## src/hdl/i2cee_pkg.sv

```systemverilog
`timescale 1ns / 1ps
// ----------------------------------------------------------------------------
// I2C EEPROM byte access master package
// Shared types and constants: bus phase codes, register indexes, state and
// configuration records passed between the modules.
// ----------------------------------------------------------------------------
package i2cee_pkg;

	// Bus phases of one transaction.
	typedef enum logic [4:0] {
		PH_IDLE      = 5'd0,
		PH_ST_SDA_HI = 5'd1,
		PH_ST_SCL_HI = 5'd2,
		PH_ST_SDA_LO = 5'd3,
		PH_ST_SCL_LO = 5'd4,
		PH_TX_SET    = 5'd5,
		PH_TX_HI     = 5'd6,
		PH_TX_LO     = 5'd7,
		PH_ACK_REL   = 5'd8,
		PH_ACK_HI    = 5'd9,
		PH_ACK_POLL  = 5'd10,
		PH_RX_REL    = 5'd11,
		PH_RX_HI     = 5'd12,
		PH_RX_SAMPLE = 5'd13,
		PH_RX_LO     = 5'd14,
		PH_NK_SDA    = 5'd15,
		PH_NK_HI     = 5'd16,
		PH_NK_LO     = 5'd17,
		PH_SP_SDA_LO = 5'd18,
		PH_SP_SCL_HI = 5'd19,
		PH_SP_SDA_HI = 5'd20,
		PH_WAIT      = 5'd21
	} phase_t;

	// Configuration register indexes.
	localparam logic [1:0] REG_CHIP_SELECT    = 2'd0;
	localparam logic [1:0] REG_ACK_POLL_LIMIT = 2'd1;
	localparam logic [1:0] REG_RECOVERY_TICKS = 2'd2;

	// Device byte bases: 1010 prefix with write or read direction bit.
	localparam logic [7:0] DEV_WRITE = 8'hA0;
	localparam logic [7:0] DEV_READ  = 8'hA1;

	// Byte sequence points, counted after each acknowledged byte.
	localparam logic [2:0] STEP_ADDRESS = 3'd1;
	localparam logic [2:0] STEP_SECOND  = 3'd2;

	localparam int CFG_DATA_W = 16;

	typedef struct packed {
		logic [2:0]  chip_select;
		logic [7:0]  ack_poll_limit;
		logic [15:0] recovery_ticks;
	} cfg_t;

	// Sequencer state except the parameterized wait counter.
	typedef struct packed {
		phase_t      phase;
		logic [2:0]  byte_step;
		logic [3:0]  bit_count;
		logic [7:0]  shift_byte;
		logic [7:0]  held_address;
		logic [7:0]  held_data;
		logic        held_mode;
		logic [7:0]  result_byte;
		logic        error_flag;
		logic        scl_drive;
		logic        sda_drive;
	} seq_state_t;

endpackage

```

## src/hdl/i2c_eeprom_byte_access_master_unit.sv

```systemverilog
`timescale 1ns / 1ps
// ----------------------------------------------------------------------------
// I2C EEPROM byte access master
// Bit-level master for byte write and random byte read of a serial EEPROM.
// ----------------------------------------------------------------------------
// Usage:
// Each request on the s_ channel is one bus phase tick. tdata carries the
// transaction request, the read/write mode, address, write byte and the
// sampled SDA level. For every accepted tick exactly one result request
// leaves on the m_ channel with the SCL and SDA drive levels, busy, a done
// pulse, the last byte read and the sticky missing-ACK flag.
// A tick's result is registered: it sits in the output register in the
// cycle after acceptance. Throughput is one tick per clock while results
// are taken; the sequencer steps once per accepted tick, in one pass of logic.
// When the receiver stalls, the output register holds its result and s_tready
// stays high only if that result is taken in the same cycle.
// Configuration writes on the cfg_ channel are always taken (cfg_ready high);
// index 0 chip select, 1 ACK poll limit, 2 recovery ticks.
// Reset puts the sequencer idle with both lines released and clears the
// read byte and error flag; registers return to 0, 93 and 2500.
// ----------------------------------------------------------------------------
module i2c_eeprom_byte_access_master_unit
	import i2cee_pkg::*;
#(
	parameter int WAIT_WIDTH = 16
) (
	input  logic                  clk,
	input  logic                  arst_n,
	// Tick input.
	input  logic                  s_tvalid,
	output logic                  s_tready,
	// Low bit up: request, read_not_write, mem_address[7:0], write_data[7:0],
	// sda_in, zero pad.
	input  logic [23:0]           s_tdata,
	// Tick result.
	output logic                  m_tvalid,
	input  logic                  m_tready,
	// Low bit up: scl_level, sda_level, busy_res, done_res, read_byte[7:0],
	// ack_missing, zero pad.
	output logic [15:0]           m_tdata,
	// Configuration writes.
	input  logic                  cfg_valid,
	output logic                  cfg_ready,
	input  logic [1:0]            cfg_index,
	input  logic [CFG_DATA_W-1:0] cfg_data
);

	cfg_t                  cfg;
	seq_state_t            state_q;
	seq_state_t            state_nxt;
	logic [WAIT_WIDTH-1:0] wait_q;
	logic [WAIT_WIDTH-1:0] wait_nxt;
	logic                  done_nxt;
	logic                  in_accept;
	logic                  out_valid_q;
	logic [15:0]           out_data_q;

	assign cfg_ready = 1'b1;

	i2cee_cfg_regs u_cfg (
		.clk      (clk),
		.arst_n   (arst_n),
		.wr_en    (cfg_valid),
		.wr_index (cfg_index),
		.wr_data  (cfg_data),
		.cfg      (cfg)
	);

	i2cee_step #(
		.WAIT_WIDTH (WAIT_WIDTH)
	) u_step (
		.cur            (state_q),
		.wait_cur       (wait_q),
		.cfg            (cfg),
		.request        (s_tdata[0]),
		.read_not_write (s_tdata[1]),
		.mem_address    (s_tdata[9:2]),
		.write_data     (s_tdata[17:10]),
		.sda_in         (s_tdata[18]),
		.nxt            (state_nxt),
		.wait_nxt       (wait_nxt),
		.done           (done_nxt)
	);

	// A new tick is taken whenever the output register is free or draining.
	assign s_tready  = !out_valid_q || m_tready;
	assign in_accept = s_tvalid && s_tready;

	// Sequencer state advances once per accepted tick.
	always_ff @(posedge clk or negedge arst_n) begin
		if (!arst_n) begin
			state_q.phase        <= PH_IDLE;
			state_q.byte_step    <= 3'd0;
			state_q.bit_count    <= 4'd0;
			state_q.shift_byte   <= 8'd0;
			state_q.held_address <= 8'd0;
			state_q.held_data    <= 8'd0;
			state_q.held_mode    <= 1'b0;
			state_q.result_byte  <= 8'd0;
			state_q.error_flag   <= 1'b0;
			state_q.scl_drive    <= 1'b1;
			state_q.sda_drive    <= 1'b1;
			wait_q               <= '0;
		end else if (in_accept) begin
			state_q <= state_nxt;
			wait_q  <= wait_nxt;
		end
	end

	// Output register valid flag.
	always_ff @(posedge clk or negedge arst_n) begin
		if (!arst_n) begin
			out_valid_q <= 1'b0;
		end else if (in_accept) begin
			out_valid_q <= 1'b1;
		end else if (m_tready) begin
			out_valid_q <= 1'b0;
		end
	end

	// Result payload captured with the tick.
	always_ff @(posedge clk) begin
		if (in_accept) begin
			out_data_q <= {3'd0, state_nxt.error_flag, state_nxt.result_byte, done_nxt,
				(state_nxt.phase != PH_IDLE), state_nxt.sda_drive, state_nxt.scl_drive};
		end
	end

	assign m_tvalid = out_valid_q;
	assign m_tdata  = out_data_q;

endmodule

```

## src/hdl/i2cee_cfg_regs.sv

```systemverilog
`timescale 1ns / 1ps
// ----------------------------------------------------------------------------
// I2C EEPROM master configuration registers
// Holds chip select, ACK poll limit and recovery time; writes land at once.
// ----------------------------------------------------------------------------
module i2cee_cfg_regs
	import i2cee_pkg::*;
(
	input  logic                  clk,
	input  logic                  arst_n,
	input  logic                  wr_en,
	input  logic [1:0]            wr_index,
	input  logic [CFG_DATA_W-1:0] wr_data,
	output cfg_t                  cfg
);

	cfg_t cfg_q;

	// Register file update; an index beyond the list is dropped.
	always_ff @(posedge clk or negedge arst_n) begin
		if (!arst_n) begin
			cfg_q.chip_select    <= 3'd0;
			cfg_q.ack_poll_limit <= 8'd93;
			cfg_q.recovery_ticks <= 16'd2500;
		end else if (wr_en) begin
			case (wr_index)
				REG_CHIP_SELECT:    cfg_q.chip_select    <= wr_data[2:0];
				REG_ACK_POLL_LIMIT: cfg_q.ack_poll_limit <= wr_data[7:0];
				REG_RECOVERY_TICKS: cfg_q.recovery_ticks <= wr_data[15:0];
				default: ;
			endcase
		end
	end

	assign cfg = cfg_q;

endmodule

```

## src/hdl/i2cee_step.sv

```systemverilog
`timescale 1ns / 1ps
// ----------------------------------------------------------------------------
// I2C EEPROM master phase step
// Combinational next state for one bus phase tick: line drive, byte shift,
// ACK polling, read capture and recovery countdown.
// ----------------------------------------------------------------------------
module i2cee_step
	import i2cee_pkg::*;
#(
	parameter int WAIT_WIDTH = 16
) (
	input  seq_state_t            cur,
	input  logic [WAIT_WIDTH-1:0] wait_cur,
	input  cfg_t                  cfg,
	input  logic                  request,
	input  logic                  read_not_write,
	input  logic [7:0]            mem_address,
	input  logic [7:0]            write_data,
	input  logic                  sda_in,
	output seq_state_t            nxt,
	output logic [WAIT_WIDTH-1:0] wait_nxt,
	output logic                  done
);

	logic [7:0]            poll_limit;
	logic [WAIT_WIDTH-1:0] poll_count;
	logic                  poll_timeout;
	logic                  poll_end;
	logic [2:0]            ack_step;
	logic                  ack_load;
	logic [7:0]            ack_byte;
	phase_t                ack_phase;
	logic [7:0]            dev_byte;
	phase_t                phase_nxt;

	// ACK polling: a limit of zero behaves as one.
	assign poll_limit   = (cfg.ack_poll_limit == 8'd0) ? 8'd1 : cfg.ack_poll_limit;
	assign poll_count   = wait_cur + WAIT_WIDTH'(1);
	assign poll_timeout = (poll_count >= WAIT_WIDTH'(poll_limit))
		|| (poll_count == '0);
	assign poll_end     = !sda_in || poll_timeout;

	// Device byte for the start that just finished.
	assign dev_byte = ((cur.byte_step == STEP_SECOND) ? DEV_READ : DEV_WRITE)
		| {4'd0, cfg.chip_select, 1'b0};

	// What follows an acknowledged byte.
	always_comb begin
		ack_step  = cur.byte_step + 3'd1;
		ack_load  = 1'b0;
		ack_byte  = cur.held_address;
		ack_phase = PH_SP_SDA_LO;
		if (ack_step == STEP_ADDRESS) begin
			ack_load  = 1'b1;
			ack_phase = PH_TX_SET;
		end else if (!cur.held_mode) begin
			if (ack_step == STEP_SECOND) begin
				ack_load  = 1'b1;
				ack_byte  = cur.held_data;
				ack_phase = PH_TX_SET;
			end
		end else begin
			ack_phase = (ack_step == STEP_SECOND) ? PH_ST_SDA_HI : PH_RX_REL;
		end
	end

	// Next phase.
	always_comb begin
		phase_nxt = cur.phase;
		case (cur.phase)
			PH_IDLE:      if (request) phase_nxt = PH_ST_SDA_HI;
			PH_ST_SDA_HI: phase_nxt = PH_ST_SCL_HI;
			PH_ST_SCL_HI: phase_nxt = PH_ST_SDA_LO;
			PH_ST_SDA_LO: phase_nxt = PH_ST_SCL_LO;
			PH_ST_SCL_LO: phase_nxt = PH_TX_SET;
			PH_TX_SET:    phase_nxt = PH_TX_HI;
			PH_TX_HI:     phase_nxt = PH_TX_LO;
			PH_TX_LO:     phase_nxt = (cur.bit_count + 4'd1 >= 4'd8) ? PH_ACK_REL : PH_TX_SET;
			PH_ACK_REL:   phase_nxt = PH_ACK_HI;
			PH_ACK_HI:    phase_nxt = PH_ACK_POLL;
			PH_ACK_POLL:  if (poll_end) phase_nxt = ack_phase;
			PH_RX_REL:    phase_nxt = PH_RX_HI;
			PH_RX_HI:     phase_nxt = PH_RX_SAMPLE;
			PH_RX_SAMPLE: phase_nxt = PH_RX_LO;
			PH_RX_LO:     phase_nxt = (cur.bit_count + 4'd1 >= 4'd8) ? PH_NK_SDA : PH_RX_HI;
			PH_NK_SDA:    phase_nxt = PH_NK_HI;
			PH_NK_HI:     phase_nxt = PH_NK_LO;
			PH_NK_LO:     phase_nxt = PH_SP_SDA_LO;
			PH_SP_SDA_LO: phase_nxt = PH_SP_SCL_HI;
			PH_SP_SCL_HI: phase_nxt = PH_SP_SDA_HI;
			PH_SP_SDA_HI: phase_nxt = PH_WAIT;
			PH_WAIT:      if (wait_cur == '0) phase_nxt = PH_IDLE;
			default:      phase_nxt = PH_IDLE;
		endcase
	end

	// Datapath and line drive for this tick.
	always_comb begin
		nxt       = cur;
		nxt.phase = phase_nxt;
		wait_nxt  = wait_cur;
		done      = 1'b0;
		case (cur.phase)
			PH_IDLE: begin
				if (request) begin
					nxt.held_mode    = read_not_write;
					nxt.held_address = mem_address;
					nxt.held_data    = write_data;
					nxt.error_flag   = 1'b0;
					nxt.byte_step    = 3'd0;
					nxt.bit_count    = 4'd0;
				end
			end
			PH_ST_SDA_HI: nxt.sda_drive = 1'b1;
			PH_ST_SCL_HI: nxt.scl_drive = 1'b1;
			PH_ST_SDA_LO: nxt.sda_drive = 1'b0;
			PH_ST_SCL_LO: begin
				nxt.scl_drive  = 1'b0;
				nxt.shift_byte = dev_byte;
				nxt.bit_count  = 4'd0;
			end
			PH_TX_SET: nxt.sda_drive = cur.shift_byte[7];
			PH_TX_HI:  nxt.scl_drive = 1'b1;
			PH_TX_LO: begin
				nxt.scl_drive  = 1'b0;
				nxt.shift_byte = {cur.shift_byte[6:0], 1'b0};
				nxt.bit_count  = cur.bit_count + 4'd1;
			end
			PH_ACK_REL: nxt.sda_drive = 1'b1;
			PH_ACK_HI: begin
				nxt.scl_drive = 1'b1;
				wait_nxt      = '0;
			end
			PH_ACK_POLL: begin
				if (sda_in) begin
					wait_nxt = poll_count;
				end
				if (poll_end) begin
					nxt.scl_drive = 1'b0;
					nxt.byte_step = ack_step;
					if (sda_in) begin
						nxt.error_flag = 1'b1;
					end
					if (ack_load) begin
						nxt.shift_byte = ack_byte;
						nxt.bit_count  = 4'd0;
					end
				end
			end
			PH_RX_REL: begin
				nxt.sda_drive  = 1'b1;
				nxt.bit_count  = 4'd0;
				nxt.shift_byte = 8'd0;
			end
			PH_RX_HI:     nxt.scl_drive = 1'b1;
			PH_RX_SAMPLE: nxt.shift_byte = {cur.shift_byte[6:0], sda_in};
			PH_RX_LO: begin
				nxt.scl_drive = 1'b0;
				nxt.bit_count = cur.bit_count + 4'd1;
				if (cur.bit_count + 4'd1 >= 4'd8) begin
					nxt.result_byte = cur.shift_byte;
				end
			end
			PH_NK_SDA:    nxt.sda_drive = 1'b1;
			PH_NK_HI:     nxt.scl_drive = 1'b1;
			PH_NK_LO:     nxt.scl_drive = 1'b0;
			PH_SP_SDA_LO: nxt.sda_drive = 1'b0;
			PH_SP_SCL_HI: nxt.scl_drive = 1'b1;
			PH_SP_SDA_HI: begin
				nxt.sda_drive = 1'b1;
				wait_nxt      = WAIT_WIDTH'(cfg.recovery_ticks);
			end
			PH_WAIT: begin
				if (wait_cur == '0) begin
					done = 1'b1;
				end else begin
					wait_nxt = wait_cur - WAIT_WIDTH'(1);
				end
			end
			default: ;
		endcase
	end

endmodule

```

## config.mk

```make
export PLATFORM = sky130hd
export DESIGN_NAME = i2c_eeprom_byte_access_master_unit
export DESIGN_NICKNAME = d
export VERILOG_FILES = /design/src/hdl/i2cee_pkg.sv /design/src/hdl/i2c_eeprom_byte_access_master_unit.sv /design/src/hdl/i2cee_cfg_regs.sv /design/src/hdl/i2cee_step.sv
export SDC_FILE = /design/constraint.sdc
export NUM_CORES = 1
export LEC_CHECK = 0
export ABC_AREA = 1
export BUFFER_PORTS_ARGS = -buffer_cell sky130_fd_sc_hd__buf_2
export CORE_MARGIN = 5
export CORE_UTILIZATION = 40
export DETAILED_ROUTE_END_ITERATION = 7
export GPL_TIMING_DRIVEN = 0
export PLACE_DENSITY = 0.68
export SLEW_MARGIN = 20
export SYNTH_ARGS = -nofsm -noshare
export SYNTH_HDL_FRONTEND = slang
export SYNTH_SLANG_ARGS = --single-unit
```

## constraint.sdc

```tcl
create_clock -name clk -period 4.9 [get_ports clk]
set_input_delay 0.245 -clock clk [delete_from_list [all_inputs] [get_ports clk]]
set_output_delay 0.245 -clock clk [all_outputs]
set_load 0.02 [all_outputs]
```

Word level (Yosys, flattened, before mapping). Cells that the tools add are included. W data, S select, Z words.

Logic and storage cells: 125. Flip-flop bits (word level): 105. Input bits: 47. Output and inout bits: 19.

Muxes and demuxes: 38. Reductions and logical operators: 31. Bitwise gates (word level): 1. Eq/ne operators: 31. Add/sub/neg operators: 4. Magnitude comparators: 2.

Operator list (number): $pmux W5 S22 (1); $pmux W16 S4 (1); $mux W8 (6); $eq A5 B4 Y1 const B (8); $pmux W8 S5 (1); $logic_not A16 Y1 (2); $mux W16 (2); $eq A5 B5 Y1 const B (6); $mux W5 (6); $eq A5 B3 Y1 const B (4); $add A16 B1 Y16 const B (1); $ge A16 B8 Y1 (1); $pmux W4 S4 (1); $sub A16 B1 Y16 const B (1); $mux W15 (1); $mux W12 (1); $reduce_and A4 Y1 (3); $eq A5 B2 Y1 const B (2); $reduce_bool A5 Y1 (2); $mux W1 (9); $logic_not A8 Y1 (1); $mux W4 (2); $or A8 B4 Y8 (1); $reduce_bool A4 Y1 (2); other kinds (28) (42).

Depth between registers and ports, before layout.
Depth after elaboration: 8. Mapped depth: 20. Mapped depth without buffers: 20.

Cells and area by module. From an unflattened synthesis, not the netlist that was laid out.

Cells, all modules: 1024. Area total of the unflattened synthesis: 7241.9 um^2.

Modules (own cells, without submodules): i2c_eeprom_byte_access_master_unit (area an instance 3072.9 um^2, instances 1, seq. area each 2019.4 um^2, cells an instance 305); i2cee_step (area an instance 3029.2 um^2, instances 1, seq. area each 0.0 um^2, cells an instance 597); i2cee_cfg_regs (area an instance 1139.8 um^2, instances 1, seq. area each 688.2 um^2, cells an instance 122).

Least setup slack after synthesis. OpenSTA, ideal clock, no wires.

Path type: reg2reg. Start point: reg wait_q[0]. End point: reg out_data_q[2] (netlist: m_tdata[2]), data pin. Setup slack: 2.355 ns. Stages on the path, launching flop included: 20. Data required time: 4.640 ns. Period minus slack after synthesis: 2.545 ns. Buffers on the path: 0. Data arrival time: 2.285 ns. Setup time: 0.260 ns. Cell sequence: dfrtp_1 > ha_1 > nand2_2 > inv_1 > nand2_1 > nand2_1 > nand2_1 > ha_1 > nand2_1 > inv_1 > a21oi_1 > nand3_1 > nor2_2 > nand3_2 > nor2_4 > nand3_1 > nand3_1 > nand2_1 > nor2_1 > nand3_1.

Cells in the longest elaborated chain, start to end: 7. Elaborated cells between the ends (all ways): 10. Classes of those cells: add/sub (1); order compare (1); mux (3); reduce/logical (5).

RTL lines: start: declaration (line i2c_eeprom_byte_access_master_unit.sv:51) `logic [WAIT_WIDTH-1:0] wait_q;`; start signal: assignment (line i2c_eeprom_byte_access_master_unit.sv:106) `wait_q <= wait_nxt;`; $add A16 B1 Y16 (line i2cee_step.sv:38) `assign poll_count = wait_cur + WAIT_WIDTH'(1);`; $ge A16 B8 Y1 or $logic_not A16 Y1 (tied branches) (line i2cee_step.sv:39, i2cee_step.sv:40); $logic_or A1 B1 Y1 (line i2cee_step.sv:40) `|| (poll_count == '0);`; $logic_or A1 B1 Y1 (line i2cee_step.sv:41) `assign poll_end = !sda_in || poll_timeout;`; $mux W5 (line i2cee_step.sv:81) `PH_ACK_POLL: if (poll_end) phase_nxt = ack_phase;`; $pmux W5 S22 (*) (line i2cee_step.sv:70) `case (cur.phase)`; $reduce_bool A5 Y1 (*) (line i2c_eeprom_byte_access_master_unit.sv:125) `(state_nxt.phase != PH_IDLE), state_nxt.sda_drive, state_nxt.scl_drive};`; end signal: assignment (line i2c_eeprom_byte_access_master_unit.sv:124) `out_data_q <= {3'd0, state_nxt.error_flag, state_nxt.result_byte, done_nxt,`; end: declaration (line i2c_eeprom_byte_access_master_unit.sv:56) `logic [15:0] out_data_q;`.

Every way passes the cells marked *; elsewhere a longest branch is shown, timed or not. A chain may end at the register's enable or synchronous reset.

Worst setup path in the final report. Ends and elaborated chain as after synthesis.

==> run_results.csv <==
group,metric,value,unit
timing,finalSetupViolations,0,
grt,antenna_found_initial,0,
power_and_ir_drop,p_comb_share,44.3,%
critical_path,critPathKind,"flip-flop to flip-flop",
place,place_congestion,0.923,
clocking,cts_htree_levels,3,
layout,multi_input_area,0.00295,mm²
critical_path,worst_setup_path_end_kind,"flip-flop",
power_and_ir_drop,power.share.sequential,37.5,%
place,io_buffers,56,
layout,area.growth.synth_to_final,13.5,%
critical_path,critPathLaunchType,"flip-flop",
power_and_ir_drop,power.density,530,mW/mm²
clocking,cts-root-buf,"clkbuf_16",
yosys,yosysMostFrequentCell,"nand2_1",
timing,tns,0,ps
power_and_ir_drop,ir_worst_vdd,0.000208,V
clocking,ctsLongestPathBuffers,2,
power_and_ir_drop,internal_power,2.11,mW
grt,grt.total_usage,17.8,%
timing,clock.fmax,340,MHz
clocking,cts_resized,0,
grt,grt_pass1_vias,5264,
clocking,path_clk_slew,80,ps
route,wl_per_cell,14.5,µm
run_status,status,"finished, final reports clean",
die,ios,66,
power_and_ir_drop,swShare,43.5,%
yosys,yosys.area.top_type,"dfrtp_1",
clocking,clock_sinks,105,
grt,grt_max_degree,70,
timing,finalHoldViolCount,0,
yosys,synth.avg_cell_area,7.83,µm²
timing,rsz0062_at_grt,"no",
yosys,synth.top_cell.area_share,32.2,%
timing,fin_hold_ws,115,ps
yosys,ys_seq_area_share,43.5,%
layout,regArea,0.00271,mm²
yosys,synth_seq_cells,105,
die,start_util,40.9,%
yosys,synth_flop_cell,"dfrtp_1",
yosys,async_flop_share,87.6,%
route,wl,15300,µm
yosys,synth_area_leaders,"dfrtp_1, nand2_1, o21ai_0",
layout,fin_nets,929,
timing,slew-limit-headroom,57.3,%
hold_path,hp-class,"input pin to flip-flop",
yosys,netlist_area,0.00622,mm²
power_and_ir_drop,p_leak,3.40,nW
die,fp.dieH,135,µm
clocking,cts_made_buffers,9,
route,drc,0,
yosys,yosys_warnings,0,
grt,grt-ovfl-total,0,
layout,drive_above_1_share,18.7,%
die,num_rows,45,
clocking,clk_latency,360,ps
yosys,ys_types,52,
route,vias,5371,
route,ant_nets,0,
route,drtPass1Iterations,7,
layout,diodes,0,
critical_path,cp.arrival,3040,ps
route,detail_route.vias_per_cell,5.07,
timing,fin_crit_sh,60.1,%
place,hpwl,11600,µm
clocking,cts_setup_buffers,0,
yosys,synth-edff-count,13,
grt,grt_pass1_wl,25900,µm
job,cap_violations,0,
critical_path,worst_ep_required_time,5000,ps
yosys,syn_inst,795,
power_and_ir_drop,total_power,3.74,mW
die,dieArea,0.0181,mm²
layout,n_fill_cell,1534,
power_and_ir_drop,switchingPower,1.63,mW
clocking,cts_tree,"built",
route,drt_iter0_markers,438,
timing,drv_slew,0,
clocking,postCtsHoldBufs,1,
power_and_ir_drop,pwr-share-clk,18.1,%
timing,period_minus_slack,2940,ps
die,fp.dieW,135,µm
yosys,yosys-top-cells-count,"nand2_1, inv_1, o21ai_0, dfrtp_1, nor2_1",
timing,tightest_slew,640,ps
timing,fin_worst_skew,14.2,ps
die,core,0.0152,mm²
critical_path,critPathMaxFanout,6,
layout,fin_util,46.4,%
-- metrics by stage --
step / instance area, µm² / setup WS [ps] / cells
after CTS: 7060 / 1950 / 1059
after global routing: 7060 / 1570 / 1059
after floorplan: 6230 / 2350 / 797
after detailed placement: 6780 / 1980 / 1042
final: 7060 / 1960 / 1059
after global placement: 6740 / 1970 / 1041
-- sequential cells by signal, summed over array words and instances, names as in the netlist --
signal / flops
m_tdata: 13
u_cfg.cfg: 27
m_tvalid: 1
wait_q: 16
state_q: 48
-- logic make-up after synthesis --
logic type | count (synthesis) | synth area share [%]
other | 2 | 0.121
buffers and inverters | 138 | 9.25
DFF | 105 | 43.5
muxes | 17 | 3.08
xor gates and xnor gates | 6 | 0.845
and+or+nand+nor | 351 | 25.2
adders and majority gates | 16 | 3.22
AOI/OAI and AO/OA | 160 | 14.8
-- worst paths after layout --
| path | start | to | slack [ps] | depth (start not counted) |
|---|---|---|---|---|
| worst min-delay path | s_tdata[10] | state_q[12] | 120 | 2 |
| worst min register to register | state_q[0] | state_q[0] | 470 | 2 |
| min in group asynchronous | arst_n | u_cfg.cfg[26] | 310 | 2 |
| worst max register to register | wait_q[0] | m_tdata[2] | 1960 | 19 |
| worst max-delay path | wait_q[0] | m_tdata[2] | 1960 | 19 |
| max in group asynchronous | arst_n | u_cfg.cfg[11] | 3960 | 3 |
-- area by class of cell --
class | count | share of cell area, %
flip-flops and latches | 105 | 38.4
plain buffers | 26 | 2.18
well taps | 188 | 3.33
inverters | 112 | 5.99
clock buffers | 11 | 3.30
repair buffers | 58 | 4.59
multi-input cells | 554 | 41.7
clock inverters | 5 | 0.532
-- critical path: stages (launching register included) --
cell and delay [ps]:
dfrtp_1 480, ha_1 250, nand2_2 100, inv_1 90, nand2_1 70, nand2_1 70
nand2_1 80, ha_1 290, nand2_1 80, inv_1 40, a21oi_1 140, nand3_1 110
nor2_2 100, nand3_2 90, nor2_4 150, nand3_1 140, nand3_1 110, nand2_1 80
nor2_1 110, nand3_1 90
-- power groups by stage --
stage                     registers (mW)  clock network (mW)  logic [mW]
after floorplan                     1.38                   0        1.24
after global placement              1.41                   0        1.62
after detailed placement            1.42                   0        1.65
after CTS                           1.41               0.694        1.66
after global routing                1.45               0.731        1.90
final                               1.40               0.678        1.66
-- placed cells by master, fill, tap and decap left out, drive strengths merged, types with 13 or more instances in the layout --
master	n
nand2	204
a21oi	35
mux2	17
o21ai	95
nor2	79
inv	112
buf	73
nand3	44
edfxtp	13
dfrtp	80
clkbuf	21
ha	16
-- metal layers --
metal	wire length (µm)	GRT usage, %	vias to the layer above
met5	0	0	-
met4	310	7.07	0
met3	773	2.35	20
met2	6750	27.6	144
met1	7480	25.2	2473
li1	-	-	2734
Power figures use the tool's default switching activity.
